### src/hdl/mve_pkg.sv
// Shared types, codes and constants for the map viewport extractor.
`timescale 1ns / 1ps
`default_nettype none

package mve_pkg;

   // Default geometry (map and window, in pixels)
   localparam int MAP_COLUMNS_DEFAULT  = 512;
   localparam int MAP_ROWS_DEFAULT     = 256;
   localparam int VIEW_COLUMNS_DEFAULT = 64;
   localparam int VIEW_ROWS_DEFAULT    = 32;

   // Map store: byte-wide, fixed depth
   localparam int MEM_DEPTH  = 16384;
   localparam int MEM_ADDR_W = 14;
   // Linear pixel address, kept modulo 8 * MEM_DEPTH
   localparam int LIN_W      = MEM_ADDR_W + 3;

   // Field widths fixed by the interface
   localparam int ROW_INDEX_W = 5;
   localparam int PIXELS_W    = 64;
   localparam int CSR_INDEX_W = 3;
   localparam int CSR_DATA_W  = 32;

   // Position arithmetic widths
   localparam int DIFF_W  = 26;   // coordinate minus reference
   localparam int SCALE_W = 32;   // signed Q0.32 scale (32 fraction bits)
   localparam int PROD_W  = DIFF_W + SCALE_W;
   localparam int POS_W   = 17;   // signed window origin / map row

   typedef enum logic {
      OP_WRITE = 1'b0,
      OP_VIEW  = 1'b1
   } op_type;

   typedef enum logic [CSR_INDEX_W-1:0] {
      CSR_REF_PIXEL_X   = 3'd0,
      CSR_REF_PIXEL_Y   = 3'd1,
      CSR_REF_LONGITUDE = 3'd2,
      CSR_REF_LATITUDE  = 3'd3,
      CSR_SCALE_X       = 3'd4,
      CSR_SCALE_Y       = 3'd5
   } csr_reg_type;

   typedef enum logic [3:0] {
      ST_IDLE,
      ST_DIFF_X,
      ST_MUL_X,
      ST_POS_X,
      ST_DIFF_Y,
      ST_MUL_Y,
      ST_POS_Y,
      ST_DIFF_ROW,
      ST_MUL_ROW,
      ST_BASE,
      ST_FETCH,
      ST_EMIT
   } state_type;

   // Operand select for the shared multiplier
   typedef enum logic [1:0] {
      DIFF_LON,
      DIFF_LAT,
      DIFF_ROW
   } diff_sel_type;

   // Controller to datapath commands
   typedef struct packed {
      logic                   mem_write;
      logic                   load_view;
      logic                   diff_en;
      diff_sel_type           diff_sel;
      logic                   mul_en;
      logic                   pos_x_en;
      logic                   pos_y_en;
      logic                   base_en;
      logic                   issue;
      logic                   capture;
      logic                   emit;
      logic                   next_row;
      logic                   last_row;
      logic [ROW_INDEX_W-1:0] row_index;
   } dp_cmd_type;

   // Datapath to controller status
   typedef struct packed {
      logic out_busy;
   } dp_status_type;

endpackage

`default_nettype wire

### src/hdl/mve_ctrl.sv
// Sequencer for the map viewport extractor: position math, row fetch and emit.
`timescale 1ns / 1ps
`default_nettype none

module mve_ctrl #(
   parameter int VIEW_COLUMNS = mve_pkg::VIEW_COLUMNS_DEFAULT,
   parameter int VIEW_ROWS    = mve_pkg::VIEW_ROWS_DEFAULT
) (
   input  logic                  clock,
   input  logic                  reset,
   input  logic                  req_valid,
   input  logic                  req_opcode,
   output logic                  req_ready,
   input  mve_pkg::dp_status_type status,
   output mve_pkg::dp_cmd_type    cmd
);
   import mve_pkg::*;

   // Bytes read per window row (covers any bit offset)
   localparam int NUM_BYTES = (VIEW_COLUMNS + 14) / 8;
   localparam int FETCH_W   = $clog2(NUM_BYTES + 1);
   localparam int ROW_W     = (VIEW_ROWS > 1) ? $clog2(VIEW_ROWS) : 1;

   state_type            state_ff, state_in;
   logic [FETCH_W-1:0]   fetch_cnt_ff, fetch_cnt_in;
   logic [ROW_W-1:0]     row_ff, row_in;
   logic                 last_row;
   logic [ROW_W+ROW_INDEX_W-1:0] row_ext;

   assign last_row = (row_ff == ROW_W'(VIEW_ROWS - 1));
   assign row_ext  = {{ROW_INDEX_W{1'b0}}, row_ff};

   // Next state and counters
   always_comb begin
      state_in     = state_ff;
      fetch_cnt_in = fetch_cnt_ff;
      row_in       = row_ff;
      unique case (state_ff)
         ST_IDLE: begin
            if (req_valid && (req_opcode == OP_VIEW)) state_in = ST_DIFF_X;
         end
         ST_DIFF_X:   state_in = ST_MUL_X;
         ST_MUL_X:    state_in = ST_POS_X;
         ST_POS_X:    state_in = ST_DIFF_Y;
         ST_DIFF_Y:   state_in = ST_MUL_Y;
         ST_MUL_Y:    state_in = ST_POS_Y;
         ST_POS_Y:    state_in = ST_DIFF_ROW;
         ST_DIFF_ROW: state_in = ST_MUL_ROW;
         ST_MUL_ROW:  state_in = ST_BASE;
         ST_BASE: begin
            state_in     = ST_FETCH;
            fetch_cnt_in = '0;
            row_in       = '0;
         end
         ST_FETCH: begin
            if (fetch_cnt_ff == FETCH_W'(NUM_BYTES)) begin
               state_in = ST_EMIT;
            end else begin
               fetch_cnt_in = fetch_cnt_ff + 1'b1;
            end
         end
         ST_EMIT: begin
            if (!status.out_busy) begin
               if (last_row) begin
                  state_in = ST_IDLE;
               end else begin
                  state_in     = ST_FETCH;
                  fetch_cnt_in = '0;
                  row_in       = row_ff + 1'b1;
               end
            end
         end
         default: state_in = ST_IDLE;
      endcase
   end

   // Command decode
   always_comb begin
      cmd           = '0;
      cmd.diff_sel  = DIFF_LON;
      cmd.last_row  = last_row;
      cmd.row_index = row_ext[ROW_INDEX_W-1:0];
      req_ready     = 1'b0;
      unique case (state_ff)
         ST_IDLE: begin
            req_ready     = 1'b1;
            cmd.mem_write = req_valid && (req_opcode == OP_WRITE);
            cmd.load_view = req_valid && (req_opcode == OP_VIEW);
         end
         ST_DIFF_X: begin
            cmd.diff_en  = 1'b1;
            cmd.diff_sel = DIFF_LON;
         end
         ST_DIFF_Y: begin
            cmd.diff_en  = 1'b1;
            cmd.diff_sel = DIFF_LAT;
         end
         ST_DIFF_ROW: begin
            cmd.diff_en  = 1'b1;
            cmd.diff_sel = DIFF_ROW;
         end
         ST_MUL_X, ST_MUL_Y, ST_MUL_ROW: cmd.mul_en = 1'b1;
         ST_POS_X: cmd.pos_x_en = 1'b1;
         ST_POS_Y: cmd.pos_y_en = 1'b1;
         ST_BASE:  cmd.base_en  = 1'b1;
         ST_FETCH: begin
            cmd.issue   = (fetch_cnt_ff < FETCH_W'(NUM_BYTES));
            cmd.capture = (fetch_cnt_ff != '0);
         end
         ST_EMIT: begin
            cmd.emit     = !status.out_busy;
            cmd.next_row = !status.out_busy;
         end
         default: ;
      endcase
   end

   always_ff @(posedge clock) begin
      if (reset) begin
         state_ff     <= ST_IDLE;
         fetch_cnt_ff <= '0;
         row_ff       <= '0;
      end else begin
         state_ff     <= state_in;
         fetch_cnt_ff <= fetch_cnt_in;
         row_ff       <= row_in;
      end
   end

endmodule

`default_nettype wire

### config.mk
export PLATFORM = sky130hd
export DESIGN_NAME = mve_ctrl
export DESIGN_NICKNAME = d
export VERILOG_FILES = /design/src/hdl/mve_pkg.sv /design/src/hdl/mve_ctrl.sv
export SDC_FILE = /design/constraint.sdc
export NUM_CORES = 1
export LEC_CHECK = 0
export BUFFER_PORTS_ARGS = -buffer_cell sky130_fd_sc_hd__buf_2
export CORE_MARGIN = 2
export CORE_UTILIZATION = 54
export CTS_BUF_LIST = sky130_fd_sc_hd__clkbuf_8 sky130_fd_sc_hd__clkbuf_16
export DETAILED_ROUTE_END_ITERATION = 7
export PLACE_DENSITY_LB_ADDON = 0.15
export REMOVE_ABC_BUFFERS = 1
export SYNTH_ARGS = -nofsm -noshare
export SYNTH_HDL_FRONTEND = slang
export SYNTH_SLANG_ARGS = --single-unit
### constraint.sdc
create_clock -name clock -period 3.1 [get_ports clock]
set_input_delay 0.155 -clock clock [delete_from_list [all_inputs] [get_ports clock]]
set_output_delay 0.155 -clock clock [all_outputs]
set_load 0.02 [all_outputs]
==> results.toml, run 1 <==
[outcome]
outcome = "finished clean"

[detailed_routing]
maxUsedRoutingLayer = "met4"
post-route-drc-count = 0
wirelength_um = 2050
vias = 874
detail-route-antenna-nets = 0
dr.pass1.iters = 4
drt_iter0_drc = 21
wl_per_cell_um = 13.9
wl_met2_um = 992
wl_met3_um = 112
drt-met1-wl_um = 911
viasPerCell = 5.91

[synthesis]
netlist.area_leader.share_pct = 28.6
synthTopCellsByArea = "dfxtp_1 29%, ha_1 8.3%, nand2b_1 4.1%, o32ai_1 3.9%, a21oi_1 3.3%"
yosys_warnings = 0
synthArstFlopShare_pct = 0
ys_seq_area_share_pct = 28.6
synth-seq-cells = 13
yosysUniqueCellTypes = 40
syn_inst = 112
synth_edf_count = 0
synth-main-ff-cell = "dfxtp_1"
netlist_area_um2 = 910
synth.most_common_cell = "dfxtp_1"
syn_avg_cell_area_um2 = 8.12
synth_commonest_cells = "13 x dfxtp_1, 8 x inv_1, 7 x nand2_1"
yosysTopAreaCell = "dfxtp_1"

[floorplanning]
ios = 25
rows = 14
core_region_area_um2 = 1540
die_h_um = 45.0
die_x_um = 45.0
dieArea_um2 = 2030
start_util_pct = 59.0

[worst_setup_path]
cp.arrival_ns = 2.26
endpoint = "row_ff[2]"
crit_path_start = "row_ff[0]"
r2r-end = "row_ff[2]"
crit_top_cell = "ha_1"
crit_path_end_kind = "flop"
cp_num_cells = 6
crit_type = "reg -> reg"
r2r_cells = 6
required_ns = 3.25
timing.rr.start = "row_ff[0]"
crit_fanout = 8
slowest_stage = "or4_1"
crit_chain = "ha_1, and3_1, ha_1, o21a_1, or4_1, a211oi_1"
slowest_delay_ns = 0.50
path_buf_inv = 0
reg2reg_setup_slack_ns = 0.99
start_kind = "flop"
cpLargestDelayFamily = "simple AND/OR/NAND/NOR gates"

[finish]
syn2layout_area_growth_pct = 16.0
final_cell_area_um2 = 1050
layout.cells.non_filler = 148
final_nets = 144
layout-drive-gt1-share_pct = 23.5
diodes = 0

[global_route]
grt_overflow = 0
grt_pass1_wl_um = 3390
grt_pass1_vias = 776
track_usage_pct = 23.5
antenna_found_initial = 0
grt_max_degree = 16

[placement]
dpl.hpwl_um = 1490
placed_cells = 144
place_congestion = 0.822
dpl_cell_area_um2 = 1010
portBuffers = 24

[cts]
cts_buffers = 3
cts_tree = "built"
cts_resized = 0
cts_root_buf = "clkbuf_8"
clk_latency_ns = 0.24
htree_levels = 1
clk_path_buf_depth = 2
clk_pin_slew_ns = 0.05
cts_sinks = 13
cts_hold_buf = 0
post_cts_buffers = 0

[worst_hold_path]
min_path_type = "in -> reg"

[power_and_ir_drop]
peakVddDrop_mv = 0.380
pwr_density_cell_nw_per_um2 = 358
power.leakage_nw = 0.446

[timing]
rsz0062_at_grt = "no"
slew_viol_final = 0
tns_ns = 0
finalHoldViolCount = 0
final.min_clock_period_ns = 2.11
setup_viol = 0
finalClockSkew_ns = 0.00683
tightest_slew_ns = 0.465
hold_ws_ns = 0.231
max_freq_ghz = 0.475
finalCritPeriodShare_pct = 68.0
relSlewSlack_pct = 68.2

[job]
drv_cap = 0
worst min-delay path by stage:
| stage | from | end | slack (ns) | depth (start not counted) |
|---|---|---|---|---|
| after detailed placement | status | state_ff[0] | 0.47 | 2 |
| final | status | state_ff[0] | 0.23 | 2 |
| after global placement | status | state_ff[0] | 0.47 | 2 |
| after global routing | status | state_ff[0] | 0.25 | 2 |
| after CTS | status | state_ff[0] | 0.22 | 2 |
| after floorplan | reset | fetch_cnt_ff[2] | 0.22 | 1 |
flip-flops by register name (all words and copies together), names as in the netlist:
register and count:
row_ff 5, state_ff 4, fetch_cnt_ff 4
where the power goes:
group	leakage [nW]	internal, mW	switching, mW
combinational	0.314	0.0208	0.0303
clock	0.0269	0.0872	0.0578
sequential	0.105	0.170	0.0108
layout make-up:
type	instances	area [um2]
clock inverters	1	3.75
fillers	139	487
repair buffers	24	120
clock buffers	3	41.3
inverters	8	30.0
well taps	16	20.0
flip-flops and latches	13	260
multi-input cells	83	579
logic make-up (layout without fill, tap and decap cells):
kind of cell | count (synthesis) | after routing | synth area share, %
XOR/XNOR | 3 | 3 | 2.89
buffers and inverters | 16 | 36 | 7.70
AO/OA/AOI/OAI | 29 | 29 | 23.5
flip-flops | 13 | 13 | 28.6
AND/OR/NAND/NOR | 45 | 45 | 29.0
adder cells (fa/ha/maj) | 6 | 6 | 8.25
per-layer routing:
metal / vias up / track usage [%]
met4: 0 / 11.2
met3: 4 / 7.20
met1: 395 / 28.5
met5: - / 0
li1: 452 / -
met2: 23 / 37.7
cells in the final DEF, fill, tap and decap left out, types with 3 or more instances in the layout:
cell type,netlist,layout
nand2_1,7,7
nor2_1,6,6
nor3_1,4,4
buf_2,2,24
inv_1,8,9
dfxtp_1,13,13
a21oi_1,6,6
or4_1,4,4
o32ai_1,4,4
o21ai_0,3,3
clkbuf_8,0,3
nand3_1,4,4
nand2b_1,6,6
ha_1,6,6
per-stage QoR:
stage | utilization [%] | setup WS [ns] | total power [mW]
6_report | 68.4 | 0.993 | 0.377
5_1_grt | 68.4 | 0.915 | 0.398
4_1_cts | 68.4 | 0.980 | 0.382
3_5_place_dp | 65.5 | 1.00 | 0.234
3_3_place_gp | 65.5 | 1.08 | 0.233
2_1_floorplan | - | 0.952 | 0.215
Power figures use the tool's default switching activity.
==> inputs of run 2 (changes only) <==
--- a/config.mk
+++ b/config.mk
@@ -5,9 +5,10 @@
 export SDC_FILE = /design/constraint.sdc
 export NUM_CORES = 1
 export LEC_CHECK = 0
+export ABC_AREA = 1
 export BUFFER_PORTS_ARGS = -buffer_cell sky130_fd_sc_hd__buf_2
 export CORE_MARGIN = 2
-export CORE_UTILIZATION = 54
+export CORE_UTILIZATION = 46
 export CTS_BUF_LIST = sky130_fd_sc_hd__clkbuf_8 sky130_fd_sc_hd__clkbuf_16
 export DETAILED_ROUTE_END_ITERATION = 7
 export PLACE_DENSITY_LB_ADDON = 0.15
==> constraint.sdc (replaced) <==
create_clock -name clock -period 1.9 [get_ports clock]
set_input_delay 0.095 -clock clock [delete_from_list [all_inputs] [get_ports clock]]
set_output_delay 0.095 -clock clock [all_outputs]
set_load 0.02 [all_outputs]
==> results.toml, run 2 <==
[timing]
finalClockSkew_ns = 0.00208
max_freq_ghz = 0.616
final.min_clock_period_ns = 1.62
fin_ws_ns = 0.277
slew_viol_final = 0
setup_viol = 0
hold_ws_ns = 0.148
tns_ns = 0
relSlewSlack_pct = 79.7
tightest_slew_ns = 0.303
finalHoldViolCount = 0
finalCritPeriodShare_pct = 85.4
rsz0062_at_grt = "no"

[cts]
clk_pin_slew_ns = 0.05
clk_latency_ns = 0.23
post_cts_buffers = 0
clk_path_buf_depth = 2
cts_hold_buf = 0
cts_root_buf = "clkbuf_8"
htree_levels = 1
cts_buffers = 3
cts_sinks = 13
cts_resized = 0
cts_tree = "built"

[synthesis]
netlist_area_um2 = 958
synth_commonest_cells = "30 x nand2_1, 26 x nor2_1, 18 x inv_1"
synthTopCellsByArea = "dfxtp_1 27%, nand2_1 12%, nor2_1 10%, ha_1 7.8%, inv_1 7.0%"
yosysTopAreaCell = "dfxtp_1"
synth.most_common_cell = "nand2_1"
synth_edf_count = 0
synth-main-ff-cell = "dfxtp_1"
yosysUniqueCellTypes = 26
yosys_warnings = 0
netlist.area_leader.share_pct = 27.2
synthArstFlopShare_pct = 0
syn_avg_cell_area_um2 = 6.56
synth-seq-cells = 13
syn_inst = 146
ys_seq_area_share_pct = 27.2

[worst_setup_path]
slowest_stage = "dfxtp_1"
slowest_delay_ns = 0.37
crit_fanout = 8
crit_chain = "ha_1, inv_1, nor3_1, ha_1, inv_1, nand2_1, nand3_4, nand2_2, o21ai_1, nand2_1, nor2_1"
start_kind = "flop"
required_ns = 2.02
reg2reg_setup_slack_ns = 0.28
crit_type = "reg -> reg"
cp.arrival_ns = 1.74
crit_path_end_kind = "flop"

[floorplanning]
die_h_um = 49.6
start_util_pct = 48.9
core_region_area_um2 = 1960
rows = 16
dieArea_um2 = 2460
die_x_um = 49.6
ios = 25

[global_route]
grt_max_degree = 10
grt_pass1_vias = 830
grt_pass1_wl_um = 3480
track_usage_pct = 17.5
antenna_found_initial = 0
grt_overflow = 0

[finish]
syn2layout_area_growth_pct = 18.8
largest_reg_flops = 5
diodes = 0
mostFrequentLayoutCells = "30 x nand2_1, 26 x nor2_1, 24 x buf_2, 19 x inv_1, 13 x dfxtp_1"
final_common_cell = "nand2_1"
largest-register = "row_ff"
layout.cells.non_filler = 198
fill_cells = 207
register_area_um2 = 260
reg_top3 = "row_ff: 5 flops, fetch_cnt_ff: 4 flops, state_ff: 4 flops"
layout-drive-gt1-share_pct = 24.6
final_nets = 183
multiInputGateArea_um2 = 596

[job]
drv_cap = 0

[power_and_ir_drop]
power.total_mw = 0.588
pwr_density_cell_nw_per_um2 = 517
peakVddDrop_mv = 0.427
power.leakage_nw = 0.552

[placement]
dpl.hpwl_um = 1640
place_congestion = 0.809
place_ws_ns = 0.273
portBuffers = 24
placed_cells = 194

[detailed_routing]
detail-route-antenna-nets = 0
drt_iter0_drc = 21
post-route-drc-count = 0
wirelength_um = 1930
vias = 950
wl_per_cell_um = 9.74
viasPerCell = 4.80
dr.pass1.iters = 4

[outcome]
outcome = "finished clean"

[worst_hold_path]
min_path_type = "in -> reg"
run 2: cell count changes in the layout (fill, tap and decap cells not counted), moves of 3 or more:
cell / before / now
o21ai_1: 0 / 3
nor2_2: 0 / 3
o32ai_1: 4 / 0
nor2_1: 6 / 26
nor2_4: 0 / 4
inv_1: 9 / 19
nand2b_1: 6 / 0
nand2_1: 7 / 30
or4_1: 4 / 0
a21oi_1: 6 / 11
run 2: final cells by class:
| cell class | count | share of cell area [%] |
|---|---|---|
| Tap cell | 27 | 2.97 |
| Multi-Input combinational cell | 109 | 52.3 |
| Sequential cell | 13 | 22.9 |
| Clock inverter | 1 | 0.330 |
| Inverter | 21 | 7.36 |
| Clock buffer | 3 | 3.63 |
| Timing Repair Buffer | 24 | 10.5 |
run 2: cell families after synthesis:
family,count (synthesis),share of synthesized area (%)
compound gates,21,11.7
buf+inv,24,10.7
simple gates,81,41.6
xor+xnor,1,0.914
flops,13,27.2
fa+ha+maj,6,7.83
run 2: per-layer routing:
| metal | routed length [um] | part of all wire, % | GRT usage (%) | vias up |
|---|---|---|---|---|
| met3 | 110 | 5.7 | 3.33 | 0 |
| met2 | 824 | 43 | 27.1 | 23 |
| met5 | 0 | 0 | 0 | - |
| met1 | 993 | 52 | 26.2 | 415 |
| li1 | - | - | - | 512 |
| met4 | 0 | 0 | 1.39 | 0 |
run 2: power by group:
group          total, mW  switching (mW)  internal [mW]
sequential         0.285         0.00841          0.277
clock              0.225          0.0838          0.142
combinational     0.0778          0.0525         0.0253
run 2: worst paths after layout:
kind	start	depth (start not counted)	to
max reg2reg	row_ff[0]	11	row_ff[2]
min	reset	2	row_ff[4]
min reg2reg	row_ff[4]	2	row_ff[4]
max	row_ff[0]	11	row_ff[2]
run 2: worst max-delay path: cells and delay by family, from the launching register on:
| kind | cells | cell delay, ns |
|---|---|---|
| AND/OR/NAND/NOR | 6 | 0.60 |
| flip-flops | 1 | 0.37 |
| adder cells (fa/ha/maj) | 2 | 0.35 |
| buffers and inverters | 2 | 0.13 |
| AO/OA/AOI/OAI | 1 | 0.08 |
run 2: per-stage QoR:
step / area, um2 / util (%)
final: 1140 / 58.0
after global routing: 1140 / 58.0
after CTS: 1140 / 58.0
after detailed placement: 1090 / 55.7
after global placement: 1090 / 55.7
after floorplan: 940 / -
